===== src/bfs_pkg.sv =====
`timescale 1ns / 1ps
`default_nettype none

package bfs_pkg;

   // request opcodes
   localparam logic OP_LOAD = 1'b0;
   localparam logic OP_RUN  = 1'b1;

   // configuration register indexes
   localparam logic CSR_VERTEX_COUNT  = 1'b0;
   localparam logic CSR_SOURCE_VERTEX = 1'b1;

   // fixed field widths
   localparam int VTX_W  = 6;
   localparam int DIST_W = 6;
   localparam int ROW_W  = 64;
   localparam int CNT_W  = 7;

   // controller states
   typedef enum logic [7:0] {
      ST_IDLE     = 8'b0000_0001,
      ST_START    = 8'b0000_0010,
      ST_POP      = 8'b0000_0100,
      ST_ROW      = 8'b0000_1000,
      ST_LOAD     = 8'b0001_0000,
      ST_PUSH     = 8'b0010_0000,
      ST_EMIT_RD  = 8'b0100_0000,
      ST_EMIT_OUT = 8'b1000_0000
   } state_type;

   // controller to datapath
   typedef struct packed {
      logic load_row;   // write one adjacency row
      logic start;      // seed visited set and queue with the source
      logic pop;        // read queue head
      logic row_rd;     // read adjacency row of popped vertex
      logic fresh_ld;   // capture newly reached neighbors
      logic push;       // enqueue lowest fresh neighbor
      logic emit_rd;    // read distance of current result vertex
      logic emit_next;  // step to next result vertex
   } cmd_type;

   // datapath to controller
   typedef struct packed {
      logic src_bad;
      logic q_empty;
      logic fresh_zero;
      logic emit_last;
   } status_type;

endpackage

`default_nettype wire


===== src/bfs_ctrl.sv =====
`timescale 1ns / 1ps
`default_nettype none

module bfs_ctrl (
   input  wire logic               clock,
   input  wire logic               reset,
   input  wire logic               req_valid,
   input  wire logic               req_opcode,
   output logic                    req_ready,
   output logic                    rsp_valid,
   input  wire logic               rsp_ready,
   input  wire bfs_pkg::status_type status,
   output bfs_pkg::cmd_type        cmd
);

   bfs_pkg::state_type state_ff, state_in;

   // state register
   always_ff @(posedge clock) begin
      if (reset) begin
         state_ff <= bfs_pkg::ST_IDLE;
      end else begin
         state_ff <= state_in;
      end
   end

   // next state and commands
   always_comb begin
      state_in  = state_ff;
      cmd       = '0;
      req_ready = 1'b0;
      rsp_valid = 1'b0;
      case (state_ff)
         bfs_pkg::ST_IDLE: begin
            req_ready = 1'b1;
            if (req_valid) begin
               if (req_opcode == bfs_pkg::OP_RUN) begin
                  state_in = bfs_pkg::ST_START;
               end else begin
                  cmd.load_row = 1'b1;
               end
            end
         end
         bfs_pkg::ST_START: begin
            cmd.start = 1'b1;
            state_in  = status.src_bad ? bfs_pkg::ST_EMIT_RD : bfs_pkg::ST_POP;
         end
         bfs_pkg::ST_POP: begin
            if (status.q_empty) begin
               state_in = bfs_pkg::ST_EMIT_RD;
            end else begin
               cmd.pop  = 1'b1;
               state_in = bfs_pkg::ST_ROW;
            end
         end
         bfs_pkg::ST_ROW: begin
            cmd.row_rd = 1'b1;
            state_in   = bfs_pkg::ST_LOAD;
         end
         bfs_pkg::ST_LOAD: begin
            cmd.fresh_ld = 1'b1;
            state_in     = bfs_pkg::ST_PUSH;
         end
         bfs_pkg::ST_PUSH: begin
            if (status.fresh_zero) begin
               state_in = bfs_pkg::ST_POP;
            end else begin
               cmd.push = 1'b1;
            end
         end
         bfs_pkg::ST_EMIT_RD: begin
            cmd.emit_rd = 1'b1;
            state_in    = bfs_pkg::ST_EMIT_OUT;
         end
         bfs_pkg::ST_EMIT_OUT: begin
            rsp_valid = 1'b1;
            if (rsp_ready) begin
               if (status.emit_last) begin
                  state_in = bfs_pkg::ST_IDLE;
               end else begin
                  cmd.emit_next = 1'b1;
                  state_in      = bfs_pkg::ST_EMIT_RD;
               end
            end
         end
         default: begin
            state_in = bfs_pkg::ST_IDLE;
         end
      endcase
   end

endmodule

`default_nettype wire


===== config.mk =====
export PLATFORM = sky130hd
export DESIGN_NAME = bfs_ctrl
export DESIGN_NICKNAME = d
export VERILOG_FILES = /design/src/bfs_pkg.sv /design/src/bfs_ctrl.sv
export SDC_FILE = /design/constraint.sdc
export NUM_CORES = 1
export LEC_CHECK = 0
export BUFFER_PORTS_ARGS = -buffer_cell sky130_fd_sc_hd__buf_2
export CAP_MARGIN = 20
export CORE_MARGIN = 2
export CORE_UTILIZATION = 35
export DETAILED_ROUTE_END_ITERATION = 6
export PLACE_DENSITY = 0.66
export SLEW_MARGIN = 0
export SYNTH_ARGS = -nofsm -noshare
export SYNTH_HDL_FRONTEND = slang
export SYNTH_SLANG_ARGS = --single-unit

===== constraint.sdc =====
create_clock -name clock -period 1.59 [get_ports clock]
set_input_delay 0.159 -clock clock [delete_from_list [all_inputs] [get_ports clock]]
set_output_delay 0.159 -clock clock [all_outputs]
set_load 0.005 [all_outputs]

# After elaboration in Yosys (flattened, before gate mapping)
# Index checks and enable logic that the tools add are counted.
[classes]
n_eq_ne = 12
n_reduce_logical = 1
n_mux = 24
[op_table]
columns = ["operator", "count"]
rows = [
  ["8-bit one-hot mux with 8 select lines", 1],
  ["8-bit two-way mux", 4],
  ["7-bit two-way mux", 3],
  ["1-bit two-way mux", 16],
  ["8-bit by 1-bit equality test with 1-bit output (second input constant)", 1],
  ["8-bit by 2-bit equality test with 1-bit output (second input constant)", 1],
  ["8-bit by 3-bit equality test with 1-bit output (second input constant)", 1],
  ["8-bit by 4-bit equality test with 1-bit output (second input constant)", 1],
  ["8-bit by 5-bit equality test with 1-bit output (second input constant)", 1],
  ["8-bit by 6-bit equality test with 1-bit output (second input constant)", 1],
  ["8-bit by 7-bit equality test with 1-bit output (second input constant)", 1],
  ["8-bit equality test (second input constant)", 1],
  ["2-bit != test (second input constant)", 4],
  ["4-bit AND reduction", 1],
]
[word_totals]
output_inout_bits = 10
reg_bits = 8
inputBits = 9
wordCells = 38

# Depth between registers and ports, before layout
[depth]
depth_word = 3
depth_mapped = 4
depth_no_buf = 4

# Least setup slack after synthesis
# Ideal clock, no wire load.
[synth_path]
path_kind = "flip-flop to flip-flop"
startpoint = "register state_ff[2]"
endpoint = "register state_ff[2]"
required_ps = 1454
path_buffers = 0
slack_ps = 35
setup_ps = 136
period_less_slack_ps = 1555
stages_incl_launch_ff = 5
t_arrival_ps = 1419
cell_sequence = "dfxtp_1 or4_4 nor4_4 or3_4 nor4_1"
[synth_between]
elab_chain_len = 3
elab_cells_between_ends = 14
classes_between = "eq/ne (12); mux (1); reduce/logical (1)"
[synth_lines]
columns = ["item", "line", "text"]
rows = [
  ["start: declaration", "bfs_ctrl.sv:16", "bfs_pkg::state_type state_ff, state_in;"],
  ["start signal: assignment", "bfs_ctrl.sv:21", "state_ff <= bfs_pkg::ST_IDLE;"],
  ["start signal: assignment", "bfs_ctrl.sv:23", "state_ff <= state_in;"],
  ["8-bit by 6-bit equality test with 1-bit output (tied with other cells)", "bfs_ctrl.sv:33", "case (state_ff)"],
  ["2-bit != test (no source line)", "-", ""],
  ["4-bit AND reduction (no source line)", "-", ""],
]
# Parallel ways exist; a longest one is shown, timed or not.
# A chain may end at the register's enable or synchronous reset.

==> impl_metrics.py <==
metrics = {
    "outcome": {
        "outcome": "finished, violations left",
        "violations": "setup timing",
    },
    "final_layout": {
        "layout-drive-gt1-share_pct": 73.50,
        "top_regs": "state_ff: 8 flops",
        "nets": 128,
        "largest_register_ffs": 8,
        "largest-register": "state_ff",
        "fin_area_mm2": 0.001139,
        "area_growth_pct": 83.84,
        "diodes": 0,
        "utilization_pct": 67.41,
    },
    "synthesis": {
        "synth_edf_count": 0,
        "postSynthAreaPerCell_um2": 9.384,
        "synth_nets": 75,
        "async_flop_share_pct": 0,
        "yosysSeqAreaShare_pct": 25.86,
        "netlist.top_cell.by_area": "dfxtp_1",
        "synth_top_area_share_pct": 25.86,
        "synth_area_um2": 619.3,
        "synth_cells": 66,
        "yosysWarnings": 0,
        "synthTopCellsByArea": "dfxtp_1 (26%), nor4_4 (6.9%), xor2_1 (5.7%)",
        "ys_types": 33,
        "synth_common_cells": "dfxtp_1 (8), nor2_1 (8), inv_1 (5)",
        "synth-main-ff-cell": "dfxtp_1",
        "synth-seq-cells": 8,
    },
    "detailed_routing": {
        "via_per_inst": 5.627,
        "drt_pass1_iterations": 4,
        "drc": 0,
        "ant_nets": 0,
        "route.vias.total": 754,
        "wl_mm": 2.188,
        "dr.first_iter.drc_count": 11,
        "wl_per_cell_um": 16.33,
    },
    "place": {
        "place.gp.congestion": 0.8132,
        "placed_area_um2": 858.3,
        "dp_slack_ns": -0.08147,
        "numPortBuffers": 18,
        "dp_hpwl_mm": 1.346,
    },
    "critical_path": {
        "path_class": "flop to output port",
        "critPathRequiredTime_ns": 1.43,
        "crit_arrival_ns": 1.57,
        "startpoint_type": "flop",
        "r2r_setup_slack_ns": -0.07,
        "critPathMaxFanout": 6,
        "worstSetupEndpointType": "output port",
        "cp_slowest_stage_delay_ns": 0.37,
        "slowest_stage": "dfxtp_4",
        "critPathBufInv": 2,
        "crit_family": "simple AND/OR/NAND/NOR gates",
        "crit_chain": "nor4_4 -> nand4b_1 -> buf_4 -> nor2_2 -> buf_2",
    },
    "global_routing": {
        "grt_pass1_vias": 650,
        "grt_usage_pct": 20.80,
        "grt_pass1_wl_mm": 3.077,
        "gr-total-overflow": 0,
        "antenna_found_initial": 0,
        "grt_max_degree": 8,
    },
    "flow_run": {
        "drv_cap": 0,
    },
    "timing": {
        "rsz0062_at_grt": "true",
        "fin_skew_ns": 0.01341,
        "whs_ns": 0.1213,
        "fmax_mhz": 579.0,
        "tightest_slew_ns": 0.3625,
        "drv_slew": 0,
        "slew_headroom_pct": 75.49,
        "finalHoldViolCount": 0,
        "worst_slack_ns": -0.1370,
        "fin_crit_sh_pct": 108.6,
        "min_period_ns": 1.727,
        "setup_violations": 12,
    },
    "cts": {
        "cts-root-buf": "clkbuf_4",
        "htreeDepth": 1,
        "cts_buffers": 3,
        "cts_buffer_depth": 2,
        "clk_latency_ns": 0.26,
        "clock-sinks": 8,
        "cts_tree": "yes",
        "cts.clk_slew.worst_paths_ns": 0.06,
    },
    "power": {
        "peakVddDrop_mv": 0.6300,
        "powerDensity_mw_per_mm2": 956.6,
        "power_mw": 1.089,
        "leakage_nw": 0.5239,
    },
    "floorplanning": {
        "core_mm2": 0.001689,
        "dieArea_mm2": 0.002122,
        "row_count": 15,
        "io_pins": 19,
        "dieWidth_um": 46.07,
        "initial_core_util_pct": 36.67,
        "die_h_um": 46.07,
    },
    "hold_path": {
        "min_path_type": "input pin to flop",
    },
}
==> cell families (layout without fill, tap and decap cells) <==
kind of cell / Yosys count / after routing / synth area share [%]
AOI/OAI and AO/OA: 11 / 11 / 19.80
and+or+nand+nor: 38 / 38 / 45.65
DFF: 8 / 8 / 25.86
buffers and inverters: 5 / 56 / 3.031
xor gates and xnor gates: 4 / 4 / 5.656
==> path summary, 6_finish.rpt <==
path / cells after the start / to / from
worst min register to register: 3 / state_ff[0] / state_ff[0]
worst max-delay path: 5 / cmd[0] / state_ff[3]
worst max register to register: 5 / state_ff[6] / state_ff[3]
worst min-delay path: 2 / state_ff[3] / status[2]
==> timing repair <==
action	4_1_cts	5_1_grt
gates resized for setup	31	11
hold buffers	0	0
buffers inserted	4	9
pin swaps	14	10
hold endpoints to repair	0	0
setup endpoints to repair	14	14
==> cell usage in the layout, fill, tap and decap left out, types with 2 or more instances in the layout <==
| master | n |
|---|---|
| dfxtp_4 | 5 |
| nand2_1 | 2 |
| or2_4 | 2 |
| nor4_1 | 2 |
| nor2_4 | 2 |
| clkbuf_4 | 3 |
| buf_2 | 17 |
| nor2b_1 | 2 |
| nand2b_1 | 2 |
| inv_2 | 2 |
| xor2_1 | 4 |
| buf_4 | 25 |
| inv_1 | 3 |
| buf_6 | 6 |
| nor2_1 | 5 |
| o21ba_2 | 2 |
| dfxtp_2 | 3 |
| nor4_4 | 4 |
==> where the power goes <==
| group | total (mW) | switching (mW) | internal [mW] | leakage (nW) |
|---|---|---|---|---|
| Clock | 0.161 | 0.0746 | 0.0868 | 0.0138 |
| Combinational | 0.674 | 0.291 | 0.383 | 0.441 |
| Sequential | 0.253 | 0.0348 | 0.219 | 0.0695 |
| Total | 1.09 | 0.401 | 0.688 | 0.524 |
==> per-layer routing <==
layer	vias up	part of all wire [%]	track usage (%)	wire, um
met5	-	0	0	0
met4	0	1.9	8.571	42
met3	5	3.0	3.529	66
met2	19	55	33.89	1206
met1	374	40	26.90	873
li1	356	-	-	-
==> cell type report <==
type,count,area (um2)
Tap cell,17,21.27
Clock buffer,3,22.52
Timing Repair Buffer,48,340.3
Inverter,5,18.77
Multi-Input combinational cell,53,553.0
Fill cell,122,550.5
Sequential cell,8,182.7
==> per-stage QoR <==
stage	instances	TNS, ns
after floorplan	66	0
after global placement	118	-0.05355
after detailed placement	118	-0.1251
after CTS	125	-0.2969
after global routing	134	-1.672
final	134	-0.9495
Power figures use the tool's default switching activity.
